===== config.mk =====
export PLATFORM = sky130hd
export DESIGN_NAME = weighted_moving_average_3ch
export DESIGN_NICKNAME = d
export VERILOG_FILES = /design/src/hdl/wma3_pkg.sv /design/src/hdl/wma3_div.sv /design/src/hdl/weighted_moving_average_3ch.sv
export SDC_FILE = /design/constraint.sdc
export NUM_CORES = 1
export LEC_CHECK = 0
export BUFFER_PORTS_ARGS = -buffer_cell sky130_fd_sc_hd__clkbuf_2
export CAP_MARGIN = 15
export CORE_MARGIN = 2
export CORE_UTILIZATION = 45
export CTS_CLUSTER_DIAMETER = 150
export CTS_CLUSTER_SIZE = 40
export DETAILED_ROUTE_END_ITERATION = 10
export PLACE_DENSITY = 0.69
export SYNTH_ARGS = -nofsm -noshare
export SYNTH_HDL_FRONTEND = slang
export SYNTH_SLANG_ARGS = --single-unit

===== constraint.sdc =====
create_clock -name clk -period 10.01 [get_ports clk]
set_input_delay 2.002 -clock clk [delete_from_list [all_inputs] [get_ports clk]]
set_output_delay 2.002 -clock clk [all_outputs]
set_load 0.005 [all_outputs]

===== src/hdl/wma3_pkg.sv =====
// Shared types and constants for the three-channel weighted moving average.
`timescale 1ns / 1ps

package wma3_pkg;

  // Channel and weight counts
  localparam int NUM_CH      = 3;
  localparam int NUM_WEIGHTS = 4;
  localparam int WEIGHT_W    = 8;
  // Weight sum of four 8-bit weights fits in 10 bits
  localparam int WSUM_W      = 10;
  localparam int CFG_IDX_W   = 2;

  // Configuration register indexes
  localparam logic [CFG_IDX_W-1:0] REG_WEIGHT_0 = 2'd0;
  localparam logic [CFG_IDX_W-1:0] REG_WEIGHT_1 = 2'd1;
  localparam logic [CFG_IDX_W-1:0] REG_WEIGHT_2 = 2'd2;
  localparam logic [CFG_IDX_W-1:0] REG_WEIGHT_3 = 2'd3;

  // Weight reset values
  localparam logic [WEIGHT_W-1:0] WEIGHT_0_RST = 8'd1;
  localparam logic [WEIGHT_W-1:0] WEIGHT_1_RST = 8'd2;
  localparam logic [WEIGHT_W-1:0] WEIGHT_2_RST = 8'd3;
  localparam logic [WEIGHT_W-1:0] WEIGHT_3_RST = 8'd4;

  // Sequencer states
  typedef enum logic [2:0] {
    ST_IDLE,
    ST_MAC,
    ST_DIV_GO,
    ST_DIV_WAIT,
    ST_DONE
  } wma3_state_t;

endpackage


===== src/hdl/wma3_div.sv =====
// Iterative restoring divider, one quotient bit per cycle, with a small divisor.
`timescale 1ns / 1ps

module wma3_div
  import wma3_pkg::*;
#(
  parameter int Q_W = 24
) (
  input  logic                  clk,
  input  logic                  rst_n,
  input  logic                  start,
  input  logic [Q_W+WSUM_W-1:0] num,
  input  logic [WSUM_W-1:0]     den,
  output logic                  done,
  output logic [Q_W-1:0]        quo
);

  localparam int CNT_W = $clog2(Q_W + 1);

  logic              busy_r, busy_nxt;
  logic              done_r, done_nxt;
  logic [CNT_W-1:0]  cnt_r, cnt_nxt;
  logic [WSUM_W-1:0] rem_r, rem_nxt;
  logic [Q_W-1:0]    quo_r, quo_nxt;
  logic [WSUM_W-1:0] den_r;
  logic [WSUM_W:0]   trial;
  logic              fits;

  // Shift in the next numerator bit and try the subtract
  assign trial = {rem_r, quo_r[Q_W-1]};
  assign fits  = trial >= {1'b0, den_r};

  always_comb begin
    busy_nxt = busy_r;
    done_nxt = 1'b0;
    cnt_nxt  = cnt_r;
    rem_nxt  = rem_r;
    quo_nxt  = quo_r;
    if (start) begin
      // High part of the numerator is below the divisor, since the quotient fits Q_W bits
      busy_nxt = 1'b1;
      cnt_nxt  = CNT_W'(Q_W);
      rem_nxt  = num[Q_W+WSUM_W-1 -: WSUM_W];
      quo_nxt  = num[Q_W-1:0];
    end else if (busy_r) begin
      rem_nxt = fits ? WSUM_W'(trial - {1'b0, den_r}) : trial[WSUM_W-1:0];
      quo_nxt = {quo_r[Q_W-2:0], fits};
      cnt_nxt = cnt_r - CNT_W'(1);
      if (cnt_r == CNT_W'(1)) begin
        busy_nxt = 1'b0;
        done_nxt = 1'b1;
      end
    end
  end

  always_ff @(posedge clk) begin
    if (!rst_n) begin
      busy_r <= 1'b0;
      done_r <= 1'b0;
      cnt_r  <= '0;
    end else begin
      busy_r <= busy_nxt;
      done_r <= done_nxt;
      cnt_r  <= cnt_nxt;
    end
  end

  // Datapath needs no reset
  always_ff @(posedge clk) begin
    rem_r <= rem_nxt;
    quo_r <= quo_nxt;
    if (start) begin
      den_r <= den;
    end
  end

  assign done = done_r;
  assign quo  = quo_r;

endmodule


===== src/hdl/weighted_moving_average_3ch.sv =====
// Top level of the three-channel weighted moving average.
`timescale 1ns / 1ps

// Each accepted request carries one height, pressure and temperature sample. The samples
// enter per-channel rings of DEPTH entries; the result is, per channel, the weighted sum of
// the held samples (oldest weighted by weight_0, up to four weights) divided by the weight
// sum, rounded to nearest with ties away from zero, or 0 if the weight sum is zero. One
// multiply-accumulate unit and one restoring divider are shared by the channels under a
// sequencer: for each channel in turn, the held samples, up to four taps, pass through the
// multiply-accumulate unit, and the sum then goes to the divider, one quotient bit a cycle,
// unless the weight sum is zero. in_tready is low while a request is
// being worked on; a finished result sits in the output register, so the next request can
// be taken while it waits for out_tready. Weights may be written only while the block is idle.
module weighted_moving_average_3ch
  import wma3_pkg::*;
#(
  parameter int DEPTH       = 4,
  parameter int SAMPLE_BITS = 24
) (
  input  logic                                clk,
  input  logic                                rst_n,
  // Input: height_in, pressure_in, temperature_in (low bits first)
  input  logic [((NUM_CH*SAMPLE_BITS+7)/8)*8-1:0] in_tdata,
  input  logic                                in_tvalid,
  output logic                                in_tready,
  // Output: height_avg, pressure_avg, temperature_avg (low bits first)
  output logic [((NUM_CH*SAMPLE_BITS+7)/8)*8-1:0] out_tdata,
  output logic                                out_tvalid,
  input  logic                                out_tready,
  // Weight register write port
  input  logic                                cfg_wr_en,
  input  logic [CFG_IDX_W-1:0]                cfg_index,
  input  logic [WEIGHT_W-1:0]                 cfg_wdata
);

  localparam int S       = SAMPLE_BITS;
  localparam int BUS_W   = ((NUM_CH*S+7)/8)*8;
  localparam int SLOT_W  = $clog2(DEPTH);
  localparam int FILL_W  = $clog2(DEPTH + 1);
  localparam int TAP_W   = 3;
  localparam int K_W     = 2;
  localparam int CH_W    = 2;
  localparam int PROD_W  = S + WEIGHT_W + 1;
  localparam int ACC_W   = S + WSUM_W + 1;
  localparam int NUM_W   = S + WSUM_W;

  wma3_state_t state_r, state_nxt;

  logic [WEIGHT_W-1:0] weights_r [NUM_WEIGHTS];
  logic [S-1:0]        ring_r    [NUM_CH][DEPTH];
  logic [S-1:0]        res_r     [NUM_CH];
  logic [S-1:0]        sample    [NUM_CH];

  logic [SLOT_W-1:0] wslot_r, wslot_nxt;
  logic [FILL_W-1:0] fill_r, fill_nxt;
  logic [SLOT_W-1:0] oldest_r, oldest_nxt;
  logic [SLOT_W-1:0] rd_ptr_r, rd_ptr_nxt;
  logic [TAP_W-1:0]  ntap_r, ntap_nxt;
  logic [K_W-1:0]    k_r, k_nxt;
  logic [CH_W-1:0]   ch_r, ch_nxt;
  logic [WSUM_W-1:0] wsum_r, wsum_nxt;
  logic [ACC_W-1:0]  acc_r, acc_nxt;
  logic              neg_r, neg_nxt;
  logic              out_valid_r, out_valid_nxt;
  logic [BUS_W-1:0]  out_data_r;

  logic              in_fire;
  logic              out_load;
  logic [FILL_W:0]   oldest_ext;
  logic [PROD_W-1:0] prod;
  logic [ACC_W-1:0]  mag_ext;
  logic [NUM_W-1:0]  div_num;
  logic              div_start;
  logic              div_done;
  logic [S-1:0]      div_quo;
  logic              ch_fin;
  logic [S-1:0]      ch_res;

  // Unpack the input request
  assign sample[0] = in_tdata[S-1:0];
  assign sample[1] = in_tdata[2*S-1:S];
  assign sample[2] = in_tdata[3*S-1:2*S];

  assign in_tready = (state_r == ST_IDLE);
  assign in_fire   = in_tvalid && in_tready;

  // Ring pointers after this request
  always_comb begin
    wslot_nxt = (wslot_r == SLOT_W'(DEPTH - 1)) ? '0 : wslot_r + SLOT_W'(1);
    fill_nxt  = (fill_r == FILL_W'(DEPTH)) ? fill_r : fill_r + FILL_W'(1);
    oldest_ext = {{(FILL_W + 1 - SLOT_W){1'b0}}, wslot_nxt} + (FILL_W + 1)'(DEPTH)
                 - {1'b0, fill_nxt};
    if (oldest_ext >= (FILL_W + 1)'(DEPTH)) begin
      oldest_ext = oldest_ext - (FILL_W + 1)'(DEPTH);
    end
    oldest_nxt = oldest_ext[SLOT_W-1:0];
    ntap_nxt   = (int'(fill_nxt) < NUM_WEIGHTS) ? TAP_W'(fill_nxt) : TAP_W'(NUM_WEIGHTS);
  end

  // Weight sum over the held taps
  always_comb begin
    wsum_nxt = '0;
    for (int j = 0; j < NUM_WEIGHTS; j++) begin
      if (TAP_W'(j) < ntap_nxt) begin
        wsum_nxt = wsum_nxt + WSUM_W'(weights_r[j]);
      end
    end
  end

  // Shared multiply-accumulate: one tap a cycle
  assign prod = $signed({1'b0, weights_r[k_r]}) * $signed(ring_r[ch_r][rd_ptr_r]);

  // Rounded numerator: magnitude plus half the divisor
  assign mag_ext = acc_r[ACC_W-1] ? ACC_W'(-acc_r) : acc_r;
  assign div_num = mag_ext[NUM_W-1:0] + NUM_W'(wsum_r >> 1);

  wma3_div #(
    .Q_W (S)
  ) u_div (
    .clk   (clk),
    .rst_n (rst_n),
    .start (div_start),
    .num   (div_num),
    .den   (wsum_r),
    .done  (div_done),
    .quo   (div_quo)
  );

  assign out_load = (state_r == ST_DONE) && (!out_valid_r || out_tready);

  // Sequencer
  always_comb begin
    state_nxt     = state_r;
    rd_ptr_nxt    = rd_ptr_r;
    k_nxt         = k_r;
    ch_nxt        = ch_r;
    acc_nxt       = acc_r;
    neg_nxt       = neg_r;
    div_start     = 1'b0;
    ch_fin        = 1'b0;
    ch_res        = '0;
    out_valid_nxt = out_valid_r;
    if (out_valid_r && out_tready) begin
      out_valid_nxt = 1'b0;
    end
    case (state_r)
      ST_IDLE: begin
        if (in_fire) begin
          rd_ptr_nxt = oldest_nxt;
          k_nxt      = '0;
          ch_nxt     = '0;
          acc_nxt    = '0;
          state_nxt  = ST_MAC;
        end
      end
      ST_MAC: begin
        acc_nxt    = acc_r + ACC_W'($signed(prod));
        k_nxt      = k_r + K_W'(1);
        rd_ptr_nxt = (rd_ptr_r == SLOT_W'(DEPTH - 1)) ? '0 : rd_ptr_r + SLOT_W'(1);
        if ({1'b0, k_r} == ntap_r - TAP_W'(1)) begin
          state_nxt = ST_DIV_GO;
        end
      end
      ST_DIV_GO: begin
        neg_nxt = acc_r[ACC_W-1];
        if (wsum_r == '0) begin
          // Zero weight sum gives zero
          ch_fin = 1'b1;
        end else begin
          div_start = 1'b1;
          state_nxt = ST_DIV_WAIT;
        end
      end
      ST_DIV_WAIT: begin
        if (div_done) begin
          ch_fin = 1'b1;
          ch_res = neg_r ? S'(-div_quo) : div_quo;
        end
      end
      ST_DONE: begin
        if (out_load) begin
          out_valid_nxt = 1'b1;
          state_nxt     = ST_IDLE;
        end
      end
      default: begin
        state_nxt = ST_IDLE;
      end
    endcase
    // Advance to the next channel or finish
    if (ch_fin) begin
      if (ch_r == CH_W'(NUM_CH - 1)) begin
        state_nxt = ST_DONE;
      end else begin
        ch_nxt     = ch_r + CH_W'(1);
        k_nxt      = '0;
        rd_ptr_nxt = oldest_r;
        acc_nxt    = '0;
        state_nxt  = ST_MAC;
      end
    end
  end

  always_ff @(posedge clk) begin
    if (!rst_n) begin
      state_r     <= ST_IDLE;
      wslot_r     <= '0;
      fill_r      <= '0;
      out_valid_r <= 1'b0;
    end else begin
      state_r     <= state_nxt;
      out_valid_r <= out_valid_nxt;
      if (in_fire) begin
        wslot_r <= wslot_nxt;
        fill_r  <= fill_nxt;
      end
    end
  end

  // Weight registers
  always_ff @(posedge clk) begin
    if (!rst_n) begin
      weights_r[0] <= WEIGHT_0_RST;
      weights_r[1] <= WEIGHT_1_RST;
      weights_r[2] <= WEIGHT_2_RST;
      weights_r[3] <= WEIGHT_3_RST;
    end else if (cfg_wr_en) begin
      case (cfg_index)
        REG_WEIGHT_0: weights_r[0] <= cfg_wdata;
        REG_WEIGHT_1: weights_r[1] <= cfg_wdata;
        REG_WEIGHT_2: weights_r[2] <= cfg_wdata;
        REG_WEIGHT_3: weights_r[3] <= cfg_wdata;
        default: begin
        end
      endcase
    end
  end

  // Datapath registers and rings
  always_ff @(posedge clk) begin
    rd_ptr_r <= rd_ptr_nxt;
    k_r      <= k_nxt;
    ch_r     <= ch_nxt;
    acc_r    <= acc_nxt;
    neg_r    <= neg_nxt;
    if (in_fire) begin
      oldest_r <= oldest_nxt;
      ntap_r   <= ntap_nxt;
      wsum_r   <= wsum_nxt;
      for (int c = 0; c < NUM_CH; c++) begin
        ring_r[c][wslot_r] <= sample[c];
      end
    end
    if (ch_fin) begin
      res_r[ch_r] <= ch_res;
    end
    if (out_load) begin
      out_data_r <= BUS_W'({res_r[2], res_r[1], res_r[0]});
    end
  end

  assign out_tvalid = out_valid_r;
  assign out_tdata  = out_data_r;

endmodule


After elaboration in Yosys (flattened, before gate mapping):

Memories as Yosys holds them, arrays and structs flattened. A register that Yosys moved wholly into a read port is not among the register bits.
Cells that the tools add are included.

* register bits: 117
* RAM bits: 392
* memories: 3

Memory list
* ring_r: depth 3, bits a word 96, read ports 1, clocked after memory_dff 1, write ports 3, RTL line weighted_moving_average_3ch.sv:50 `logic [S-1:0] ring_r [NUM_CH][DEPTH];`
* res_r: depth 3, bits a word 24, read ports 3, clocked after memory_dff 3, write ports 1, RTL line weighted_moving_average_3ch.sv:51 `logic [S-1:0] res_r [NUM_CH];`
* weights_r: depth 4, bits a word 8, read ports 5, clocked after memory_dff 1, write ports 4, RTL line weighted_moving_average_3ch.sv:49 `logic [WEIGHT_W-1:0] weights_r [NUM_WEIGHTS];`

* add/subtract/negate cells: 18
* multiply operators: 1
* magnitude comparators: 10
* eq/ne operators: 18
* muxes and demuxes: 85
* bitwise gates (word level): 8
* reductions and logical operators: 13

Operators with widths (count)
* two-way mux 24 bit: 8
* two-way mux 35 bit: 3
* two-way mux 96 bit: 1
* one-hot mux 35 bit (2 select lines): 1
* two-way mux 10 bit: 6
* binary-select mux 24 bit (select 2 bit): 1
* demux 24 bit (select 2 bit): 1
* two-way mux 8 bit: 5
* adder 35 bit: 1
* adder 34 x 9 -> 34 bit: 1
* two-way mux 34 bit: 1
* negation 34 bit: 1
* multiplier 9 x 24 -> 33 bit: 1
* two-way mux 1 bit: 31
* adder 10 x 8 -> 10 bit: 3
* two-way mux 2 bit: 13
* two-way mux 3 bit: 8
* negation 24 bit: 1
* one-hot mux 3 bit (5 select lines): 1
* greater-or-equal comparator 11 x 10 -> 1 bit: 1
* equality test 2 bit (second input constant): 5
* logical NOT 10 bit: 1
* two-way mux 5 bit: 2
* subtractor 10 bit: 1
* 36 further kinds: 55

Longest topological paths before layout:

* depth after elaboration: 12
* mapped depth: 38
* depth with buffers taken out: 35

Cells and area by module:

A second synthesis with hierarchy kept.

* cells, all modules: 2880
* area, all modules: 33558.4 µm²

By module, submodules not included
* weighted_moving_average_3ch: times used 1, cells each 2672, area an instance 30913.4 µm², sequential area each 15424.8 µm²
* wma3_div: times used 1, cells each 208, area an instance 2645.0 µm², sequential area each 1461.4 µm²

Least setup slack after synthesis:

Ideal clock, no wire load.

* path type: flip-flop to flip-flop
* from: reg with a tool-made name
* to: reg acc_r[27]
* arrival: 8.493 ns
* data required time: 9.894 ns
* setup slack: 1.401 ns
* stages on the path, launching flop included: 37
* buffers on the path: 3
* cell sequence: edfxtp_1 > clkbuf_1 > buf_1 > buf_1 > mux2i_1 > nor2_1 > a21oi_1 > mux4_2 > inv_1 > nand2_1 > fa_1 > inv_1 > fa_1 > fa_1 > inv_1 > fa_1 > inv_1 > ha_1 > a2111o_1 > o21a_1 > a31oi_1 > o21ai_0 > a21o_1 > a21o_1 > a21o_1 > a21oi_1 > xnor2_1 > ha_1 > a211oi_1 > nand3_1 > nor3_1 > and3_1 > o31ai_1 > a2111oi_0 > a41o_1 > o21ai_0 > nand2_1

RTL lines
* to (signal assigned): RTL line weighted_moving_average_3ch.sv:244 `acc_r <= acc_nxt;`
* to (decl): RTL line weighted_moving_average_3ch.sv:62 `logic [ACC_W-1:0] acc_r, acc_nxt;`

==> impl_metrics.json <==
{
  "status": "finished clean",
  "area_delta_synth_final_pct": 6.95,
  "layout.nets": 3469,
  "timing.rr.start": "ch_r[1]$_DFF_P_",
  "min_path_type": "register to register",
  "port_buffers": 160,
  "ys_seq_area_frac": 0.496,
  "cts_resized": 0,
  "dpl_cell_area_sq_um": 35900,
  "finalSetupViolCount": 0,
  "antenna_found_initial": 3,
  "num_antenna_cells": 0,
  "synthesis.area_sq_um": 34000,
  "postCtsSetupRepairBufs": 0,
  "drive_gt1_frac": 0.104,
  "drc_errors": 0,
  "grt_pass1_wl_microns": 112000,
  "initial_core_util": 0.455,
  "cp_top_family": "adder cells",
  "critPathMaxStageDelay_ns": 0.87,
  "maxSlewViolCount": 0,
  "first_global_vias": 21068,
  "drt_iter0_markers": 1100,
  "core_area_sq_um": 74700,
  "avgSynthCellArea_sq_um": 11.5,
  "synth-seq-cells": 581,
  "clock_path_buffers": 3,
  "die_h_microns": 279,
  "fp-row-count": 100,
  "io_pins": 161,
  "finalCritPeriodShare": 0.886,
  "netlist.area_leader.share": 0.463,
  "place_congestion": 0.888,
  "max_cap_viol_count": 0,
  "die_x_microns": 279,
  "cts_buffers": 18,
  "yosysUniqueCellTypes": 81,
  "grt_usage": 0.179,
  "cts-root-buf": "clkbuf_16",
  "wl_per_cell_microns": 17.2,
  "fin_ws_ns": 1.15,
  "post-synth-top-count-cell": "edfxtp_1",
  "critPathLaunch": "ch_r[1]$_DFF_P_",
  "syn_nets": 3368,
  "netlist_top_cells_area": "edfxtp_1 46%, fa_1 9.2%, ha_1 5.7%",
  "cp.arrival_ns": 9.37,
  "worstPathRequired_ns": 10.51,
  "viasPerCell": 5.29,
  "die_area_sq_um": 77800,
  "cts.sinks": 581,
  "cts_tree": "yes",
  "synth_top_flop_cell": "edfxtp_1",
  "clkLatencyLatePin_ns": 0.59,
  "dp_hpwl_microns": 52400,
  "grt_setup_unrepaired": "no",
  "synth-edff-count": 525,
  "tns_ns": 0,
  "holdWs_ns": 0.427,
  "htreeDepth": 1,
  "wl_microns": 69700,
  "synth_top_area_cell": "edfxtp_1",
  "overflow": 0,
  "synthTopCellsByCount": "525 x edfxtp_1, 348 x nor2_1, 301 x inv_1, 198 x a21oi_1, 198 x nand2_1",
  "postSynth.asyncResetShare": 0,
  "hold_buffers": 0,
  "pre_cts_slack_ns": 1.23,
  "final_hold_viol_count": 0,
  "postLayoutCellArea_sq_um": 36400,
  "max_slew.worst_pin.slew_ns": 1.11,
  "dr_total_vias": 21378,
  "start_kind": "register",
  "skew_ns": 0.0260,
  "min_period_ns": 8.86,
  "fmax_mhz": 113,
  "yosysWarnings": 0,
  "min_from": "res_r[1][12]$_DFFE_PP_",
  "drt-pass1-iter-count": 7,
  "path_buf_inv": 5,
  "cp_slowest_cell": "dfxtp_4",
  "ant_nets": 0,
  "worst-path-max-fanout": 79,
  "maxSlewHeadroom": 0.259,
  "grt_start_max_net_pins": 80,
  "clk_pin_slew_worst_paths_ns": 0.15,
  "netlist_instances": 2969,
  "cp-end-kind": "register",
  "worstSetupPathType": "register to register"
}
per-stage QoR:
step                utilization  std cells
finish                    0.487       4044
global route              0.487       4044
CTS                       0.487       4044
detailed placement        0.480       4019
global placement          0.480       4018
floorplan                     -       2969
worst reg2reg max path: cells and delay by family, from the launching register on:
family,cells,cell delay [ns]
mux,1,0.55
buf+inv,5,0.75
simple gates,6,1.64
xor+xnor,1,0.08
compound gates,10,2.29
fa+ha+maj,6,2.62
flops,1,0.87
layout make-up:
class                      count  area [sq um]
clock buffer                  24           494
clock inverter                 1          20.0
fill                        6529         38300
inverter                     302          1130
multi-input combinational   1969         15500
sequential                   581         16900
tap                          969          1210
timing repair buffer         198          1100
placed cells by master, fill, tap and decap left out, types with 43 or more instances in the layout:
cell        n
xnor2_1    97
clkbuf_2  160
ha_1      156
a21oi_1   198
edfxtp_1  525
nor2_1    346
o21ai_0    99
dfxtp_1    54
a21o_1     43
mux2i_1   111
inv_1     301
xor2_1     76
fa_1      156
nand2_1   198
kinds of logic after synthesis:
group           count (synthesis)  synth area share
flops                         581             0.496
mux                           153            0.0555
xor+xnor                      173            0.0445
compound gates                540            0.0989
simple gates                  791             0.107
buf+inv                       419            0.0484
fa+ha+maj                     312             0.149
sequential cells by signal, indices dropped and copies added (netlist names), 3 cells and up, named ones only:
register     flops
acc_r           35
fill_r           3
ntap_r           3
out_tdata       72
res_r           72
ring_r         288
state_r          3
u_div.cnt_r      5
u_div.den_r     10
u_div.quo       24
u_div.rem_r     10
weights_r       32
wsum_r          10
metal layers:
metal	share of wire	vias to the layer above	wire [microns]	global-route usage
met4	0.022	4	1570	0.0423
met1	0.45	10276	31700	0.243
met3	0.045	83	3150	0.0213
met5	0.00036	-	25	0
met2	0.48	456	33200	0.306
li1	-	10559	-	-
final timing paths:
check	endpoint	depth (start not counted)	slack [ns]
min reg2reg	out_tdata[36]$_DFFE_PP_	0	0.43
max reg2reg	acc_r[32]$_DFF_P_	29	1.15
min	out_tdata[36]$_DFFE_PP_	0	0.43
max	acc_r[32]$_DFF_P_	29	1.15
Power is not shown: default switching activity piles up to over one toggle a cycle in this logic, so the estimate is an artifact.
